===== src/rtl/rlh_pkg.sv =====
package rlh_pkg;

  // Counter width of every bin and every running maximum
  localparam int COUNT_BITS = 24;
  localparam int OUT_W      = 24;
  localparam int BINS       = 256;
  localparam int BIN_W      = $clog2(BINS);
  localparam int NUM_CH     = 4;

  // Bar height divider: quotient bits and dividend width (count * 100)
  localparam int DIV_BITS   = 7;
  localparam int NUM_W      = COUNT_BITS + DIV_BITS;
  localparam int STEP_W     = $clog2(DIV_BITS);

  // Request queue between front and back
  localparam int QDEPTH     = 2;
  localparam int QPTR_W     = $clog2(QDEPTH);

  typedef logic [COUNT_BITS-1:0] cnt_t;

  localparam cnt_t CNT_MAX = '1;

  localparam logic [DIV_BITS-1:0] HEIGHT_FULL = 7'd100;

  // Request modes
  localparam logic MODE_PIXEL = 1'b0;
  localparam logic MODE_READ  = 1'b1;

  // Channel codes, also bank numbers
  localparam logic [1:0] CH_LUMA  = 2'd0;
  localparam logic [1:0] CH_RED   = 2'd1;
  localparam logic [1:0] CH_GREEN = 2'd2;
  localparam logic [1:0] CH_BLUE  = 2'd3;

  typedef struct packed {
    logic            mode;
    logic [7:0]      red;
    logic [7:0]      green;
    logic [7:0]      blue;
    logic [BIN_W-1:0] bin_index;
    logic [1:0]      channel;
  } rlh_in_t;

  typedef struct packed {
    logic [OUT_W-1:0]    bin_count;
    logic [OUT_W-1:0]    norm_max;
    logic [DIV_BITS-1:0] bar_height;
  } rlh_out_t;

  typedef enum logic [1:0] {
    OP_LUMA,
    OP_RGB,
    OP_READ
  } op_t;

  // One classified request as held in the queue
  typedef struct packed {
    op_t                         op;
    logic [1:0]                  ch;
    logic [NUM_CH-1:0][BIN_W-1:0] addr;
  } q_entry_t;

  typedef struct packed {
    logic empty;
    logic full;
  } q_status_t;

  typedef enum logic [2:0] {
    S_CLEAR,
    S_IDLE,
    S_UPD,
    S_DIV,
    S_OUT
  } back_state_t;

  // Fit a counter value onto a result field
  function automatic logic [OUT_W-1:0] to_out(input cnt_t v);
    logic [OUT_W+COUNT_BITS-1:0] w;
    w = {{OUT_W{1'b0}}, v};
    return w[OUT_W-1:0];
  endfunction

endpackage


===== src/rtl/rlh_front.sv =====
module rlh_front
  import rlh_pkg::*;
(
  input  logic      clk,
  input  logic      rst_n,
  input  logic      start,
  input  rlh_in_t   in_req,
  input  logic      cfg_we,
  input  logic      cfg_wdata,
  input  logic      clearing,
  input  q_status_t q_stat,
  output logic      busy,
  output logic      push,
  output q_entry_t  entry
);

  logic        gray_mode_r;
  logic        gray_mode_nxt;
  logic [12:0] luma_sum;

  // Hold the mode register
  always_comb begin
    gray_mode_nxt = cfg_we ? cfg_wdata : gray_mode_r;
  end

  always_ff @(posedge clk) begin
    if (!rst_n) begin
      gray_mode_r <= 1'b0;
    end else begin
      gray_mode_r <= gray_mode_nxt;
    end
  end

  // Take requests only when the queue has room and the banks are clear
  assign busy = clearing | q_stat.full;
  assign push = start & ~busy;

  // Luminance bin: (r*11 + g*16 + b*5) / 32
  assign luma_sum = {5'd0, in_req.red} * 13'd11
                  + {1'b0, in_req.green, 4'd0}
                  + {5'd0, in_req.blue} * 13'd5;

  // Classify the request and work out each bank's address
  always_comb begin
    entry.ch = in_req.channel;
    if (in_req.mode == MODE_READ) begin
      entry.op             = OP_READ;
      entry.addr[CH_LUMA]  = in_req.bin_index;
      entry.addr[CH_RED]   = in_req.bin_index;
      entry.addr[CH_GREEN] = in_req.bin_index;
      entry.addr[CH_BLUE]  = in_req.bin_index;
    end else begin
      entry.op             = gray_mode_r ? OP_LUMA : OP_RGB;
      entry.addr[CH_LUMA]  = luma_sum[12:5];
      entry.addr[CH_RED]   = in_req.red;
      entry.addr[CH_GREEN] = in_req.green;
      entry.addr[CH_BLUE]  = in_req.blue;
    end
  end

endmodule


===== config.mk =====
export PLATFORM = sky130hd
export DESIGN_NAME = rlh_front
export DESIGN_NICKNAME = d
export VERILOG_FILES = /design/src/rtl/rlh_pkg.sv /design/src/rtl/rlh_front.sv
export SDC_FILE = /design/constraint.sdc
export NUM_CORES = 1
export LEC_CHECK = 0
export ABC_AREA = 1
export BUFFER_PORTS_ARGS = -buffer_cell sky130_fd_sc_hd__buf_2
export CORE_MARGIN = 3
export CORE_UTILIZATION = 48
export DETAILED_ROUTE_END_ITERATION = 10
export GPL_TIMING_DRIVEN = 0
export PLACE_DENSITY = 0.82
export SYNTH_ARGS = -nofsm -noshare
export SYNTH_HDL_FRONTEND = slang
export SYNTH_SLANG_ARGS = --single-unit

===== constraint.sdc =====
create_clock -name clk -period 6.3 [get_ports clk]
set_input_delay 1.26 -clock clk [delete_from_list [all_inputs] [get_ports clk]]
set_output_delay 1.26 -clock clk [all_outputs]
set_load 0.01 [all_outputs]

# Yosys cells after proc, flatten, opt, wreduce, memory -nomap -nowiden
# Cells that the tools add are included.
# W data, S select, Z words.
# word_totals
ff_bits	1
in_bits	43
# classes
n_addsub	2
mul	2
n_mux	3
bitwise	3
# op_table
cell	n
$mux W32	1
$add A12 B12 Y13	1
$add A13 B11 Y13	1
$mul A8 B4 Y12 const B	1
$mul A8 B3 Y11 const B	1
$mux W2	1
$and A1 B1 Y1	1
$mux W1	1
$not A1 Y1	1
$or A1 B1 Y1	1

# Depth between registers and ports, before layout
# logic_depth
ltp_word	4
ltp_mapped	17
depth_no_buf	17

# Least setup slack after synthesis
# OpenSTA, ideal clock, no wires.
# synth_timing
kind	input -> output
startpoint	in in_req[14] (netlist name)
endpoint	out entry[2] (netlist name)
arrival_ns	4.215
required_time_ns	5.040
setup_slack_ns	0.825
path_stages	13
n_path_buf	0
cell_sequence	ha_1 fa_1 fa_1 inv_1 fa_1 inv_1 ha_1 a21oi_2 o21ai_1 a21oi_1 xor2_1 nand2_1 nand2_1
# synth_rtl
item	line_no	text
start: declaration	rlh_front.sv:7	input rlh_in_t in_req,
end: declaration	rlh_front.sv:14	output q_entry_t entry

==> impl_results.md <==
* Status: complete, no violations
* DR WL met3 at 360 µm
* Area leader, netlist: fa_1
* Gpl congestion at 0.880
* Clock transition at path regs at 0 ns
* Vias in the first global route at 1,825
* FF-to-FF Start: gray_mode_r
* Rows at 21
* Logic pwr share at between 90% and 100%
* P&R area growth vs syn at 25.4%
* Simple-gate area share of the yosys netlist at a little over a quarter
* Diode count at 0
* Commonest non-fill, non-tap cells in the layout: nand2_1 (80), buf_2 (78), inv_1 (45)
* Setup Fix Bufs, Post-CTS at 0
* Period minus WS final at 5.90 ns
* Setup_tns at 0 ns
* ANT nets after route at 0
* Cts repair resizes at 0
* Layout Utilization at between 60 and 70%
* Power share of the sequential group at 1.1%
* Die area at 0.00440 mm²
* Mux cell area share after synthesis at 0%
* R2R Setup Slk at ~5.7 ns
* Clk_lat worst skew at 0 ns
* GRT Overall Usage at between 20% and 30%
* Net Count, Synth at between 300 and 400
* Vias at 1,819
* Layout cell share with drive strength beyond 1 at 29.1%
* Metal1 wirelength at roughly 1.9 mm
* Flops & latches, synth at 1
* Reg2Reg Depth at 2
* Final HPWL DP at 4.08 mm
* # nets final at 428
* Synth warn at 0
* Largest net degree at the start of global routing at 11
* Crit end category: primary output
* Final setup viols at 0
* Routed len/inst at 12.0 µm
* Slew @ Worst Pin at 0.518 ns
* Max frequency at 0.170 GHz
* Synth Area in Compound Gates at 8.10%
* Crit start category: input port
* PortBufs at 77
* Min-delay worst type: register to register
* Internal Power at roughly 250 µW
* Clock share of power at 0%
* RSZ-0062 raised after global routing: no
* Fillers at 334
* Drt pass-1 iters at 4
* Top cells by area, synth: fa_1 (29%), ha_1 (22%), nand2_1 (17%)
* VDD IR max at 0.197 mV
* Rel. slew slack at 65.4%
* Worst path arrival time at 4.64 ns
* Met2 WL at 2.19 mm
* DIE HEIGHT at roughly 66 µm
* Pwr/cell area at roughly 280 mW/mm²
* Commonest non-fill, non-tap cell in the layout: nand2_1
* Data required time of the critical path at 5.04 ns
* Max Cap Viol at 0
* Critical path class: input port to primary output
* Top flop regs: gray_mode_r: 1 flops
* Global-route wire length before repair at 7.61 mm
* Pins Over Slew Limit at 0
* Top sig layer: met4
* Die Wd at between 60 and 70 µm
* Xor/xnor share of the synthesized area at around 1.0%
* Initial core utilization at 51.1%
* Vias per cell at between 4 and 5
* Main combinational cell family by area after synthesis: adder cells
* Final hold vios at 0
* # DRC at 0
* Initial antenna violation count at 0
* Mapped Avg Cell Area at ~7 µm²
* Top reg by flops: gray_mode_r
* Synth top area share at 28.7%
* Fin crit share at about 94%
* Adder-cell share of the synthesized area at 50.9%
* Cts hold-fix bufs at 0
* Clock Skew at 0 ns
* Pwr Total at 619 µW
* Final WL at 4.47 mm
* Number of flip-flops in the largest register at 1
* Initial DRC Count at 20
* Sw frac at 59.6%
* Hold depth at 2
* Worst Path Max Fanout at 4
* Post-synthesis cell area at between 0.0015 and 0.002 mm²
* Register area share after synthesis at 1.15%
* Switch Pwr at 369 µW
* Worst Hold Path EP: gray_mode_r
* LEAKAGE at 1.37 nW
* Syn Inst Count at 250
* Final global-route overflow total at 0
* R2R Path End: gray_mode_r
* I/O Pins at 81
* HP Start: gray_mode_r
* Core outline area at approximately 0.0034 mm²
* Synth cell types at 23
## power by group through the flow
stage	sequential (mW)	clock (mW)	combinational, mW
after floorplan	0.00705	0	0.461
after global placement	0.00710	0	0.603
after detailed placement	0.00709	0	0.614
after CTS	0.00710	0	0.618
after global routing	0.00714	0	0.721
final	0.00709	0	0.612
## how the worst max path moves through the flow
stage	cells past startpoint	from	slack, ns	to
final	15	in_req[15]	0.40	entry[3]
after CTS	15	in_req[15]	0.39	entry[3]
after global routing	15	in_req[14]	0.20	entry[2]
after floorplan	13	in_req[14]	0.82	entry[2]
after global placement	15	in_req[15]	0.42	entry[3]
after detailed placement	15	in_req[15]	0.40	entry[3]
## Yosys cell counts
| library cell | number |
|---|---|
| a21boi_0 | 2 |
| a21oi_1 | 8 |
| a21oi_2 | 3 |
| buf_1 | 2 |
| buf_2 | 1 |
| buf_4 | 3 |
| dfxtp_1 | 1 |
| fa_1 | 25 |
| ha_1 | 31 |
| inv_1 | 45 |
| inv_2 | 3 |
| nand2_1 | 80 |
| nand2_2 | 6 |
| nand3_1 | 9 |
| nand4_1 | 1 |
| nor2_1 | 15 |
| nor2_4 | 1 |
| o21ai_0 | 5 |
| o21ai_1 | 4 |
| o21bai_1 | 1 |
| o31ai_1 | 1 |
| or2_2 | 1 |
| xor2_1 | 2 |
## per-stage QoR
| step | cell area (µm²) | cells | hold slack (ns) | setup WS (ns) |
|---|---|---|---|---|
| after floorplan | 1750 | 250 | 0.502 | 0.825 |
| after global placement | 2190 | 373 | 0.523 | 0.422 |
| after detailed placement | 2190 | 373 | 0.525 | 0.397 |
| after CTS | 2190 | 373 | 0.531 | 0.385 |
| after global routing | 2190 | 373 | 0.603 | 0.198 |
| final | 2190 | 373 | 0.530 | 0.402 |
## area by class of cell
type                       instances  area [µm²]  area share (%)
buffer                             6        35.0            1.60
inverter                          48         180            8.23
multi-input combinational        195        1510            69.0
sequential                         1        20.0           0.915
tap                               46        57.6            2.63
timing repair buffer              77         385            17.6
## logic make-up after synthesis
family	after synthesis
simple gates	113
flops	1
buf+inv	54
fa+ha+maj	56
compound gates	24
xor+xnor	2
## layer usage
metal	GRT usage, %	vias to the layer above
li1	-	923
met1	25.9	800
met2	42.8	91
met3	1.70	5
met4	2.28	0
met5	0	-
## worst max-delay path, stage by stage
cell     delay (ns)
buf_2          0.13
ha_1           0.32
fa_1           0.52
fa_1           0.55
inv_1          0.05
fa_1           0.53
inv_1          0.05
ha_1           0.34
a21oi_1        0.19
o21ai_1        0.12
a21oi_1        0.16
xor2_1         0.16
nand2_1        0.07
nand2_1        0.05
buf_2          0.13
Power figures use the tool's default switching activity.
