--- config.mk ---
export PLATFORM = sky130hd
export DESIGN_NAME = rlh_queue
export DESIGN_NICKNAME = d
export VERILOG_FILES = /design/src/rtl/rlh_pkg.sv /design/src/rtl/rlh_queue.sv
export SDC_FILE = /design/constraint.sdc
export NUM_CORES = 1
export LEC_CHECK = 0
export BUFFER_PORTS_ARGS = -buffer_cell sky130_fd_sc_hd__buf_2
export CORE_MARGIN = 5
export CORE_UTILIZATION = 43
export DETAILED_ROUTE_END_ITERATION = 6
export PLACE_DENSITY = 0.76
export SETUP_SLACK_MARGIN = 0.15
export SYNTH_ARGS = -nofsm -noshare
export SYNTH_HDL_FRONTEND = slang
export SYNTH_SLANG_ARGS = --single-unit
--- constraint.sdc ---
create_clock -name clk -period 6.9 [get_ports clk]
set_input_delay 0.345 -clock clk [delete_from_list [all_inputs] [get_ports clk]]
set_output_delay 0.345 -clock clk [all_outputs]
set_load 0.05 [all_outputs]
--- src/rtl/rlh_pkg.sv ---
package rlh_pkg;

  // Counter width of every bin and every running maximum
  localparam int COUNT_BITS = 24;
  localparam int OUT_W      = 24;
  localparam int BINS       = 256;
  localparam int BIN_W      = $clog2(BINS);
  localparam int NUM_CH     = 4;

  // Bar height divider: quotient bits and dividend width (count * 100)
  localparam int DIV_BITS   = 7;
  localparam int NUM_W      = COUNT_BITS + DIV_BITS;
  localparam int STEP_W     = $clog2(DIV_BITS);

  // Request queue between front and back
  localparam int QDEPTH     = 2;
  localparam int QPTR_W     = $clog2(QDEPTH);

  typedef logic [COUNT_BITS-1:0] cnt_t;

  localparam cnt_t CNT_MAX = '1;

  localparam logic [DIV_BITS-1:0] HEIGHT_FULL = 7'd100;

  // Request modes
  localparam logic MODE_PIXEL = 1'b0;
  localparam logic MODE_READ  = 1'b1;

  // Channel codes, also bank numbers
  localparam logic [1:0] CH_LUMA  = 2'd0;
  localparam logic [1:0] CH_RED   = 2'd1;
  localparam logic [1:0] CH_GREEN = 2'd2;
  localparam logic [1:0] CH_BLUE  = 2'd3;

  typedef struct packed {
    logic            mode;
    logic [7:0]      red;
    logic [7:0]      green;
    logic [7:0]      blue;
    logic [BIN_W-1:0] bin_index;
    logic [1:0]      channel;
  } rlh_in_t;

  typedef struct packed {
    logic [OUT_W-1:0]    bin_count;
    logic [OUT_W-1:0]    norm_max;
    logic [DIV_BITS-1:0] bar_height;
  } rlh_out_t;

  typedef enum logic [1:0] {
    OP_LUMA,
    OP_RGB,
    OP_READ
  } op_t;

  // One classified request as held in the queue
  typedef struct packed {
    op_t                         op;
    logic [1:0]                  ch;
    logic [NUM_CH-1:0][BIN_W-1:0] addr;
  } q_entry_t;

  typedef struct packed {
    logic empty;
    logic full;
  } q_status_t;

  typedef enum logic [2:0] {
    S_CLEAR,
    S_IDLE,
    S_UPD,
    S_DIV,
    S_OUT
  } back_state_t;

  // Fit a counter value onto a result field
  function automatic logic [OUT_W-1:0] to_out(input cnt_t v);
    logic [OUT_W+COUNT_BITS-1:0] w;
    w = {{OUT_W{1'b0}}, v};
    return w[OUT_W-1:0];
  endfunction

endpackage

--- src/rtl/rlh_queue.sv ---
module rlh_queue
  import rlh_pkg::*;
(
  input  logic      clk,
  input  logic      rst_n,
  input  logic      push,
  input  q_entry_t  wr_entry,
  input  logic      pop,
  output q_entry_t  head,
  output q_status_t q_stat
);

  q_entry_t            slot_r [QDEPTH];
  logic [QPTR_W-1:0]   wr_ptr_r, wr_ptr_nxt;
  logic [QPTR_W-1:0]   rd_ptr_r, rd_ptr_nxt;
  logic [QPTR_W:0]     fill_r, fill_nxt;

  assign head         = slot_r[rd_ptr_r];
  assign q_stat.empty = (fill_r == '0);
  assign q_stat.full  = (fill_r == (QPTR_W+1)'(QDEPTH));

  // Advance pointers and fill level
  always_comb begin
    wr_ptr_nxt = wr_ptr_r;
    rd_ptr_nxt = rd_ptr_r;
    fill_nxt   = fill_r;
    if (push) begin
      wr_ptr_nxt = (wr_ptr_r == QPTR_W'(QDEPTH-1)) ? '0 : wr_ptr_r + 1'b1;
    end
    if (pop) begin
      rd_ptr_nxt = (rd_ptr_r == QPTR_W'(QDEPTH-1)) ? '0 : rd_ptr_r + 1'b1;
    end
    if (push && !pop) begin
      fill_nxt = fill_r + 1'b1;
    end else if (pop && !push) begin
      fill_nxt = fill_r - 1'b1;
    end
  end

  always_ff @(posedge clk) begin
    if (!rst_n) begin
      wr_ptr_r <= '0;
      rd_ptr_r <= '0;
      fill_r   <= '0;
    end else begin
      wr_ptr_r <= wr_ptr_nxt;
      rd_ptr_r <= rd_ptr_nxt;
      fill_r   <= fill_nxt;
    end
  end

  // Store the pushed request
  always_ff @(posedge clk) begin
    if (push) begin
      slot_r[wr_ptr_r] <= wr_entry;
    end
  end

endmodule

== Word level (Yosys, flattened, before mapping) ==
Memories as Yosys holds them, arrays and structs flattened. A register that Yosys moved wholly into a read port is not among the register bits.
Index checks and enable logic that the tools add are counted.

* Register bits: 4
* Memory bits (writable): 72
* Input port bits: 40
* Output and inout port bits: 38
* Word-level logic and storage cells: 23
* Memories: 1

* Add/subtract/negate cells: 4
* Equal/unequal tests: 1
* Mux-type cells: 8
* Reductions and logical operators: 6

{| class="wikitable"
|+ Memory list
! memory !! depth !! width !! rd ports !! clocked after memory_dff !! write ports !! line !! source
|-
| slot_r || 2 || 36 || 1 || 1 || 1 || rlh_queue.sv:13 || <nowiki>q_entry_t slot_r [QDEPTH];</nowiki>
|}

{| class="wikitable"
|+ Operator list
! kind !! count
|-
| $mux 1 || 6
|-
| $mux 2 || 2
|-
| $add 1x1->1 const B || 2
|-
| $add 2x1->2 const B || 1
|-
| $eq 2x2->1 const B || 1
|-
| $logic_and 1x1->1 || 2
|-
| $logic_not 1->1 || 2
|-
| $logic_not 2->1 || 1
|-
| $reduce_bool 2->1 || 1
|-
| $sub 2x1->2 const B || 1
|}

== Depth between registers and ports, before layout ==
Gate-level depths: netlist of the first run.

* Depth in word-level cells: 4
* Depth in mapped cells: 5
* Mapped depth without buffers: 5

== Worst setup path before layout of the first run ==
OpenSTA, ideal clock, no wires.

* Path kind: input to register
* Start point: input push
* End point: memory slot_r[0][0] in the netlist's numbering, enable pin
* Setup time: 0.435 ns
* Arrival: 1.994 ns
* Data required time: 6.465 ns
* Path slack: 4.471 ns
* Stages: 1
* Path buffers: 0
* Cell sequence: nor2b_1

* Cells in the longest elaborated chain, start to end: 2

{| class="wikitable"
|+ Ends and longest elaborated chain
! what !! line !! source
|-
| from (decl) || rlh_queue.sv:6 || <nowiki>input logic push,</nowiki>
|-
| $mux 1 || rlh_queue.sv:54 || <nowiki>if (push) begin</nowiki>
|-
| $mux 1 (not written as such) || rlh_queue.sv:55 || <nowiki>slot_r[wr_ptr_r] <= wr_entry;</nowiki>
|-
| to (decl) || rlh_queue.sv:13 ||
|}

Every way passes these cells.

==> results of run 1 <==
metrics by stage:
step | hold slack [ns] | total power, mW | setup slack, ns
finish | 0.192 | 1.08 | 4.67
global route | 0.176 | 1.12 | 4.54
CTS | 0.171 | 1.09 | 4.60
detailed placement | 0.500 | 0.736 | 4.97
global placement | 0.484 | 0.734 | 4.97
floorplan | 0.444 | 0.693 | 4.47
cell type report:
cell class / count / area, um^2 / area share [%]
Multi-Input combinational cell: 52 / 529 / 15.2
Clock inverter: 7 / 90.1 / 2.58
Timing Repair Buffer: 77 / 385 / 11.0
Sequential cell: 77 / 2260 / 64.8
Clock buffer: 9 / 124 / 3.55
Inverter: 1 / 3.75 / 0.107
Tap cell: 77 / 96.3 / 2.76
state kept, by name (all words and copies together), names as in the netlist, named ones only:
signal,flops
slot_r,72
fill_r,2
rd_ptr_r,1
wr_ptr_r,1
routing by layer:
layer  vias to the layer above  global-route usage, %
li1                        689                      -
met1                       693                   13.7
met2                        52                   19.4
met3                         9                   4.30
met4                         0                   6.60
met5                         -                      0
worst max-delay path, stage by stage (launching register included):
cell and delay (ns):
dfxtp_2 0.90, mux2_2 0.43, buf_2 0.21
where the power goes:
part	switching [mW]	internal, mW	leakage [nW]	total, mW
clock	0.154	0.202	0.107	0.355
combinational	0.118	0.0514	0.501	0.170
sequential	0.0147	0.538	0.718	0.553
kinds of logic after synthesis:
| family | Yosys count | synth area share (%) |
|---|---|---|
| multiplexers | 36 | 14.3 |
| AO/OA/AOI/OAI | 3 | 0.709 |
| flip-flops | 77 | 80.1 |
| AND/OR/NAND/NOR | 9 | 1.99 |
| buffers and inverters | 5 | 1.51 |
| adder cells (fa/ha/maj) | 1 | 0.443 |
| XOR/XNOR | 3 | 0.930 |
synthesized netlist by cell type:
cell type,number
or3_1,1
xnor2_1,1
and2_1,4
dfxtp_1,5
mux2_2,36
a21boi_1,1
xor2_1,2
buf_6,3
ha_1,1
nor2_1,1
o21a_1,1
and2b_2,1
edfxtp_1,72
o21ai_0,1
buf_2,1
nor2b_1,2
inv_1,1
worst min-delay path by stage:
stage                 start       endpoint  slack [ns]  cells after the start
6_report       wr_entry[27]  slot_r[1][27]        0.19                      1
5_1_grt        wr_entry[27]  slot_r[1][27]        0.18                      1
2_1_floorplan   wr_entry[0]   slot_r[0][0]        0.44                      0
4_1_cts        wr_entry[27]  slot_r[1][27]        0.17                      1
3_5_place_dp      fill_r[1]      fill_r[1]        0.50                      2
3_3_place_gp      fill_r[1]      fill_r[1]        0.48                      2
==> reports/qor_table.md, run 1 <==
| Metric | This run |
| --- | --- |
| # setup viols final | 0 |
| Type of origin of the critical path | flop |
| Synthesized netlist cell count | 134 |
| Final Wtd Congestion | 0.659 |
| Core ar. | 6390 um^2 |
| Hold-fix buffer count after cts | 0 |
| Critical R2R Capture | slot_r[0][5] |
| Leakage power summed over all cells | 1.33 nW |
| Final-stage net count | 259 |
| Buffers added on ports | 77 |
| DRC violations left | 0 |
| Number of nets still failing antenna checks after routing | 0 |
| Worst setup path endpoint | head[25] |
| Buffers inserted by post-CTS timing repair | 0 |
| Final instance count without filler cells | 300 |
| Max capacitance violation total | 0 |
| Area share of the leading cell type in the synthesized netlist | 76.5% |
| Starting Density | 44.2% |
| All-layer global routing usage | 11.9% |
| Number of iterations in the first detailed-routing pass | 2 |
| Final routed wire length divided by cell count | 15.9 um |
| Number of distinct library cell variants in the gate-level netlist after synthesis | 17 |
| First-iteration detailed-routing DRC count | 52 |
| Setup repair after global routing missed its margin | false |
| Portion of the post-synthesis area used by sequential elements | 80.1% |
| Worst setup EP type | output pin |
| Slew headroom | 28.2% |
| Commonest cells after routing, fill and taps aside | buf_2, edfxtp_1, mux2_2 |
| Critical Setup Path Class | reg2out |
| Layout-stage area growth over the synthesis result | 23.6% |
| Mapped Nets | 175 |
| Detailed placement HPWL | 3110 um |
| I/O pin total | 78 |
| Final Critical Period | 2.23 ns |
| Fillcell total | 543 |
| Die area | 8290 um^2 |
| Arrival time of the worst setup path | 1.89 ns |
| Post-synth top area cell | edfxtp_1 |
| Final hold violations | 0 |
| Met1 layer wirelength in the final routing | 1940 um |
| Fraction of final layout cells with drive strength greater than 1 | 59.2% |
| Root buffer selected by CTS | clkbuf_8 |
| Reg-to-reg startpoint | wr_ptr_r |
| Cell count of the worst reg-to-reg path | 1 |
| CP Data Required Time | 6.55 ns |
| Most common library cell in the layout ignoring fill and taps | buf_2 |
| Global route overflow | 0 |
| Met2 Wirelength | 2380 um |
| Number of instances in the placed design | 284 |
| Number of global-route vias before repair | 1610 |
| Number of antenna cells inserted | 0 |
| H-tree lvl count | 3 |
| Flop-to-flop setup slack | 5.32 ns |
| Clock sinks | 77 |
| Die X | 91.1 um |
| Syn Area/Cell | 21.1 um^2 |
| Number of flip-flops and latches in the synthesized netlist | 77 |
| Power per standard cell area | 309 nW/um^2 |
| Y dimension of the die | 91.1 um |
| Clock-pin slew reported for the worst setup and hold paths after clock tree synthesis | 0.08 ns |
| Run status | complete, no violations |
| Final TNS setup | 0 ns |
| Clock insertion delay at the later pin of the skew report | 0.34 ns |
| Post-Layout Inst Area | 3490 um^2 |
| Largest net degree at the start of global routing | 38 |
| Warnings from Yosys | 0 |
| Worst Max-Slew Pin Slew | 1.07 ns |
| Standard cell area after detailed placement | 3280 um^2 |
| Highest clock rate | 448 MHz |
| Final Slew Violations | 0 |
| Via count | 1443 |
| Wire length of the first global-routing pass | 7690 um |
| Number of buffers on the longest clock path | 2 |
| Worst Skew | 0.00497 ns |
| Length of routed met3 wiring | 394 um |
| Fin util | 54.7% |
| CTS tree | built |
| Netlist Area Pre-Place | 2830 um^2 |
| Critical Path Fanout Max | 36 |
| Worst IR drop on VDD | 0.157 mV |
| Number of buffers created by CTS | 9 |
| Cells taking the most area after synthesis | edfxtp_1, mux2_2, dfxtp_1 |
| Resize count post-CTS | 0 |
| Number of antenna violations at the first check in global routing | 0 |
| Highest metal used | met4 |
| Final clock period utilization by the worst path | 32.3% |
| Site row count | 29 |
| Class of the worst hold path | in2reg |
| Routed wire length | 4780 um |
| Average via count per standard cell | 4.81 |
Note: power is estimated with default switching activity, not from simulation.
==> run 2, diff against run 1 <==
Settings changed: ABC_AREA set to 1, PLACE_DENSITY 0.76 to 0.78.
Clock period 6.9 ns to 1.8 ns, I/O delays scaled along.
==> run 2 against run 1 <==
Against the previous run:
- largest cell class unchanged
- sequential share of layout area is 9.0 points lower
- critical endpoint is now head[35]
- combinational power grew to 4.3 times the previous value
- synthesized cell count is 9.7% higher
- clock skew is 0.0027 ns higher
==> reports/qor_table.md, run 2 <==
| Metric | This run | Change |
| --- | --- | --- |
| Run status | complete, no violations | unchanged |
| Portion of the post-synthesis area used by sequential elements | 75.9% | was 80.1% |
| Worst Max-Slew Pin Slew | 0.349 ns | was 1.07 ns |
| Number of buffers created by CTS | 9 | unchanged |
| Number of global-route vias before repair | 1856 | was 1610 |
| Number of nets still failing antenna checks after routing | 0 | unchanged |
| Worst IR drop on VDD | 0.419 mV | was 0.157 mV |
| Standard cell area after detailed placement | 3460 um^2 | was 3280 um^2 |
| Commonest cells after routing, fill and taps aside | buf_2, edfxtp_1, dlygate4sd3_1 | was buf_2, edfxtp_1, mux2_2 |
| Clock sinks | 77 | unchanged |
| Register Area | 2260 um^2 | unchanged |
| Internal Power | 3.12 mW | was 0.792 mW |
| Most numerous cell in the Yosys netlist | edfxtp_1 | unchanged |
| Power per standard cell area | 1040 nW/um^2 | was 309 nW/um^2 |
| Root buffer selected by CTS | clkbuf_8 | unchanged |
| Cell count of the worst reg-to-reg path | 3 | was 1 |
| Met1 track utilization from global routing | 13.3% | was 13.7% |
| Max capacitance violation total | 0 | unchanged |
| Final TNS setup | 0 ns | unchanged |
| Number of iterations in the first detailed-routing pass | 3 | was 2 |
| Via count | 1625 | was 1443 |
| Post-synth ARST share | 0% | unchanged |
| Number of distinct library cell variants in the gate-level netlist after synthesis | 14 | was 17 |
| Post-Layout Inst Area | 4050 um^2 | was 3490 um^2 |
| Class of the worst hold path | in2reg | unchanged |
| Core ar. | 6760 um^2 | was 6390 um^2 |
| Y dimension of the die | 93.2 um | was 91.1 um |
| First-iteration detailed-routing DRC count | 50 | was 52 |
| CTS tree | built | unchanged |
| Final Wtd Congestion | 0.657 | was 0.659 |
| Sequential group share of total power | 49.7% | was 51.3% |
| Syn Area/Cell | 20.3 um^2 | was 21.1 um^2 |
| Detailed placement HPWL | 3460 um | was 3110 um |
| Setup repair after global routing missed its margin | false | unchanged |
| Share of power burned in the clock network | 33.0% | was 32.9% |
| Reg-to-reg startpoint | wr_ptr_r | unchanged |
| Adder-Cell Fraction of Synth Area | 0.420% | was 0.443% |
| Number of antenna violations at the first check in global routing | 0 | unchanged |
| Multiplexer fraction of the synthesized cell area | 17.4% | was 14.3% |
| Area share of the leading cell type in the synthesized netlist | 72.6% | was 76.5% |
| Die area | 8690 um^2 | was 8290 um^2 |
| Critical R2R Capture | slot_r[1][19] | was slot_r[0][5] |
| Flip-flop cell with the highest count after synthesis | edfxtp_1 | unchanged |
| Buffers added on ports | 77 | unchanged |
| Leakage power summed over all cells | 1.65 nW | was 1.33 nW |
| Warnings from Yosys | 0 | unchanged |
| Global-route layer with the greatest usage | met2 | unchanged |
| Global route overflow | 0 | unchanged |
| Final-stage net count | 315 | was 259 |
| Net switching power | 1.10 mW | was 0.287 mW |
| Slew headroom | 76.8% | was 28.2% |
| Leading post-synthesis cells by instance count | edfxtp_1, mux2_4, nor2_1 | was edfxtp_1, mux2_2, dfxtp_1 |
| Layout-stage area growth over the synthesis result | 36.0% | was 23.6% |
| Sw Share | 26.0% | was 26.6% |
| Arrival time of the worst setup path | 1.51 ns | was 1.89 ns |
| Resize count post-CTS | 0 | unchanged |
| Synth Area in XOR/XNOR | 0% | was 0.930% |
| Synthesized netlist cell count | 147 | was 134 |
| Number of antenna cells inserted | 0 | unchanged |
| Final Slew Violations | 0 | unchanged |
| Buffers inserted by post-CTS timing repair | 0 | unchanged |
| Wire length of the first global-routing pass | 8550 um | was 7690 um |
| Final Critical Period | 1.60 ns |  |
| # setup viols final | 0 | unchanged |
| Critical Path Fanout Max | 12 | was 36 |
| Worst setup path endpoint | head[35] | was head[25] |
| Final hold violations | 0 | unchanged |
| Routed wire length | 5320 um | was 4780 um |
| Site row count | 30 | was 29 |
| Routing usage on met2 | 23.9% | was 19.4% |
| Clock-pin slew reported for the worst setup and hold paths after clock tree synthesis | 0.07 ns | was 0.08 ns |
| Starting Density | 44.1% | was 44.2% |
| Highest clock rate | 626 MHz |  |
| I/O pin total | 78 | unchanged |
| H-tree lvl count | 3 | unchanged |
| Number of enable flip-flop cells after synthesis | 72 | unchanged |
| Critical Setup Path Class | reg2out | unchanged |
| Number of flip-flops and latches in the synthesized netlist | 77 | unchanged |
| Final routed wire length divided by cell count | 14.8 um | was 15.9 um |
| Die X | 93.2 um | was 91.1 um |
| Netlist Area Pre-Place | 2980 um^2 | was 2830 um^2 |
| Flop-to-flop setup slack | 0.60 ns | was 5.32 ns |
| Top Registers | slot_r (72), fill_r (2) | unchanged |
| Fraction of final layout cells with drive strength greater than 1 | 49.1% | was 59.2% |
| Worst Skew | 0.00765 ns | was 0.00497 ns |
| CP Data Required Time | 1.71 ns | was 6.55 ns |
| Post-synth top area cell | edfxtp_1 | unchanged |
| Part of the power in combinational logic | 17.3% | was 15.8% |
| Average via count per standard cell | 4.53 | was 4.81 |
| Hold-fix buffer count after cts | 37 | was 0 |
| Number of buffers on the longest clock path | 2 | unchanged |
| Largest net degree at the start of global routing | 26 | was 38 |
| Flip-flop count of the largest register, all copies and words added | 72 | unchanged |
| Total area of multi-input combinational cells | 623 um^2 | was 529 um^2 |
| Register bank with the most flops | slot_r | unchanged |
| Final clock period utilization by the worst path | 88.8% |  |
| Mapped Nets | 188 | was 175 |
| DRC violations left | 0 | unchanged |
| Worst setup EP type | output pin | unchanged |
| Clock insertion delay at the later pin of the skew report | 0.34 ns | about the same |
| Combinational family with the most area after synthesis | multiplexers | unchanged |
| Cells taking the most area after synthesis | edfxtp_1, mux2_4, dfxtp_1 | was edfxtp_1, mux2_2, dfxtp_1 |
| Synthesized-area fraction occupied by ao, oa, aoi and oai cells | 0.336% | was 0.709% |
| M3 GR Usage | 2.82% | was 4.30% |
| All-layer global routing usage | 13.1% | was 11.9% |
| Fillcell total | 514 | was 543 |
| Most common library cell in the layout ignoring fill and taps | buf_2 | unchanged |
| Type of origin of the critical path | flop | unchanged |
| Post-synthesis simple-gate area fraction | 2.52% | was 1.99% |
[run 2: power groups by stage]
stage | combinational, mW | sequential, mW | clock (mW)
3_5_place_dp | 0.674 | 2.13 | 0
6_report | 0.730 | 2.09 | 1.39
2_1_floorplan | 0.529 | 2.13 | 0
3_3_place_gp | 0.665 | 2.13 | 0
4_1_cts | 0.738 | 2.09 | 1.43
5_1_grt | 0.770 | 2.10 | 1.52
[run 2: cell type report]
type / instances / share of cell area (%)
clock buffer: 9 / 3.06
clock inverter: 7 / 2.44
tap: 80 / 2.47
inverter: 8 / 0.741
timing repair buffer: 120 / 20.1
multi-input combinational: 58 / 15.4
sequential: 77 / 55.9
[run 2: worst min path at each step]
stage | slack [ns] | startpoint | endpoint | cells after the start
after floorplan | 0.19 | wr_entry[0] | slot_r[0][0] | 0
after global placement | 0.28 | wr_entry[14] | slot_r[1][14] | 1
after detailed placement | 0.28 | wr_entry[3] | slot_r[1][3] | 1
after CTS | 0.007 | pop | rd_ptr_r | 3
after global routing | 0.03 | pop | flop | 3
final | 0.02 | pop | flop | 3
[run 2: kinds of logic after synthesis]
group	after synthesis
DFF	77
muxes	36
and+or+nand+nor	19
buffers and inverters	12
AOI/OAI and AO/OA	2
adders and majority gates	1
[run 2: critical path, stage by stage (launching register included)]
cell and delay [ns]:
dfxtp_2 0.35, buf_4 0.25, mux2_2 0.36, buf_2 0.21
[run 2: metal layers]
metal	vias to the layer above	routed length, um
li1	801	-
met2	44	2820
met3	9	261
met4	0	107
met5	-	0
met1	771	2140
[run 2: metrics by stage]
| stage | cells | total power, mW | util [%] | setup WS, ns | hold WS [ns] |
|---|---|---|---|---|---|
| 6_report | 359 | 4.22 | 60.0 | 0.201 | 0.0242 |
| 5_1_grt | 359 | 4.39 | 60.0 | 0.152 | 0.0327 |
| 4_1_cts | 359 | 4.27 | 60.0 | 0.176 | 0.00651 |
| 3_5_place_dp | 306 | 2.81 | 51.2 | 0.556 | 0.281 |
| 3_3_place_gp | 306 | 2.79 | 51.2 | 0.569 | 0.278 |
| 2_1_floorplan | 147 | 2.65 | - | 0.241 | 0.189 |
==> run 3, diff against run 2 <==
Settings changed: REMOVE_ABC_BUFFERS set to 1.
==> run 3 against run 2 <==
Against the previous run:
- global-route usage shrank 0.38 points
- critical path type unchanged
- clock power shrank 25%
- largest cell class unchanged
- largest power group unchanged
- worst setup slack gained 0.029 ns
- first-iteration DRC count shrank 14%
==> reports/qor_table.md, run 3 (synthesized netlist as in run 2, its figures left out) <==
| Metric | This run | Change |
| --- | --- | --- |
| Layout-stage area growth over the synthesis result | 34.7% | was 36.0% |
| Final Critical Period | 1.57 ns | was 1.60 ns |
| Leakage power summed over all cells | 1.63 nW | was 1.65 nW |
| Starting Density | 44.1% | unchanged |
| Largest net degree at the start of global routing | 37 | was 26 |
| Critical Setup Path Class | reg2out | unchanged |
| Final Slew Violations | 0 | unchanged |
| Net switching power | 1.06 mW | was 1.10 mW |
| Standard cell area after detailed placement | 3460 um^2 | about the same |
| Buffers inserted by post-CTS timing repair | 0 | unchanged |
| Final hold violations | 0 | unchanged |
| Highest clock rate | 637 MHz | was 626 MHz |
| Clock sinks | 77 | unchanged |
| Run status | complete, no violations | unchanged |
| Part of the power in combinational logic | 19.1% | was 17.3% |
| Routed wire length | 5430 um | was 5320 um |
| Max capacitance violation total | 0 | unchanged |
| Clock-pin slew reported for the worst setup and hold paths after clock tree synthesis | 0.07 ns | about the same |
| Average via count per standard cell | 4.60 | was 4.53 |
| Reg-to-reg startpoint | wr_ptr_r | unchanged |
| Critical-path cell with the highest stage delay | dfxtp_2 | was mux2_2 |
| Clock insertion delay at the later pin of the skew report | 0.34 ns | about the same |
| H-tree lvl count | 3 | unchanged |
| Wire length of the first global-routing pass | 8220 um | was 8550 um |
| Site row count | 30 | unchanged |
| Commonest cells after routing, fill and taps aside | buf_2, edfxtp_1, dlygate4sd3_1 | unchanged |
| Hold WS | 0.0294 ns | was 0.0242 ns |
| Post-Layout Inst Area | 4010 um^2 | was 4050 um^2 |
| Worst IR drop on VDD | 0.500 mV | was 0.419 mV |
| Register bank with the most flops | slot_r | unchanged |
| Worst Skew | 0.00634 ns | was 0.00765 ns |
| Most common library cell in the layout ignoring fill and taps | buf_2 | unchanged |
| Die area | 8690 um^2 | unchanged |
| Arrival time of the worst setup path | 1.48 ns | was 1.51 ns |
| Root buffer selected by CTS | clkbuf_8 | unchanged |
| Number of iterations in the first detailed-routing pass | 3 | unchanged |
| Flip-flop count of the largest register, all copies and words added | 72 | unchanged |
| Number of buffers created by CTS | 9 | unchanged |
| Number of antenna cells inserted | 0 | unchanged |
| # setup viols final | 0 | unchanged |
| Number of buffers on the longest clock path | 2 | unchanged |
| I/O pin total | 78 | unchanged |
| Detailed placement HPWL | 3250 um | was 3460 um |
| Type of origin of the critical path | flop | unchanged |
| Class of the worst hold path | in2reg | unchanged |
| Final-stage net count | 313 | was 315 |
| Number of global-route vias before repair | 1748 | was 1856 |
| Startpoint of the lowest-slack hold path | pop | unchanged |
| Setup repair after global routing missed its margin | false | unchanged |
| Share of power burned in the clock network | 26.8% | was 33.0% |
| Power per standard cell area | 966 nW/um^2 | was 1040 nW/um^2 |
| Y dimension of the die | 93.2 um | unchanged |
| Fraction of final layout cells with drive strength greater than 1 | 47.5% | was 49.1% |
| Sequential group share of total power | 54.0% | was 49.7% |
| Worst setup EP type | output pin | unchanged |
| List of cells traversed by the critical path | buf_12 -> mux2_2 -> buf_2 | was buf_4 -> mux2_2 -> buf_2 |
| Global route overflow | 0 | unchanged |
| Final clock period utilization by the worst path | 87.2% | was 88.8% |
| Worst Max-Slew Pin Slew | 0.274 ns | was 0.349 ns |
| Delay of the slowest critical-path stage | 0.38 ns | was 0.36 ns |
| CTS tree | built | unchanged |
| Number of antenna violations at the first check in global routing | 0 | unchanged |
| DRC violations left | 0 | unchanged |
| Number of nets still failing antenna checks after routing | 0 | unchanged |
| Buffers added on ports | 77 | unchanged |
| Top Registers | slot_r (72), fill_r (2) | unchanged |
| Slew headroom | 81.8% | was 76.8% |
| Final Wtd Congestion | 0.649 | was 0.657 |
| First-iteration detailed-routing DRC count | 43 | was 50 |
| Die X | 93.2 um | unchanged |
| All-layer global routing usage | 12.7% | was 13.1% |
| Critical Path Fanout Max | 18 | was 12 |
| Final routed wire length divided by cell count | 15.2 um | was 14.8 um |
| Resize count post-CTS | 0 | unchanged |
| Sw Share | 27.3% | was 26.0% |
| CP Data Required Time | 1.71 ns | about the same |
| Internal Power | 2.82 mW | was 3.12 mW |
| Core ar. | 6760 um^2 | unchanged |
| Via count | 1638 | was 1625 |
| Fillcell total | 499 | was 514 |
[run 3: final cells by class]
class                           instances  area [um^2]  area share [%]
Clock buffer                            9          124            3.09
Clock inverter                          6         31.3           0.780
Inverter                                8         30.0           0.748
Multi-Input combinational cell         58          623            15.5
Sequential cell                        77         2260            56.4
Tap cell                               80          100            2.49
Timing Repair Buffer                  118          841            21.0
[run 3: worst paths after layout]
path              endpoint  slack (ns)  depth (start not counted)
min reg2reg       rd_ptr_r        0.51                          2
max               head[22]        0.23                          3
min               rd_ptr_r        0.03                          3
max reg2reg  slot_r[1][23]        0.68                          3
[run 3: power groups by stage]
stage	Clock (mW)	Sequential, mW	Combinational, mW
after floorplan	0	2.15	0.482
after global placement	0	2.13	0.667
after detailed placement	0	2.13	0.674
after CTS	1.08	2.09	0.739
after global routing	1.16	2.10	0.780
final	1.04	2.10	0.741
[run 3: metrics by stage]
stage                     TNS (ns)  instances  total power, mW  utilization, %  setup slack, ns
after CTS                        0        355             3.91            59.0            0.155
after floorplan             -24.45        143             2.63               -           -0.471
final                            0        356             3.88            59.4            0.231
after global routing             0        356             4.04            59.4            0.159
after detailed placement         0        303             2.81            51.2            0.534
after global placement           0        303             2.79            51.2            0.541
[run 3: repair_timing]
action,4_1_cts,5_1_grt
hold buffers,37,0
endpoints found under the hold margin,74,0
setup endpoints to repair,0,8
[run 3: routing by layer]
layer	share of wire [%]	vias up	GRT usage, %
li1	-	801	-
met1	40	778	12.8
met2	53	50	23.2
met3	5.5	9	3.94
met4	1.5	0	6.59
met5	0	-	0
[run 3: worst max-delay path, delay by kind of cell (launching register included)]
kind / cells / cell delay (ns)
muxes: 1 / 0.36
buffers and inverters: 2 / 0.40
DFF: 1 / 0.38
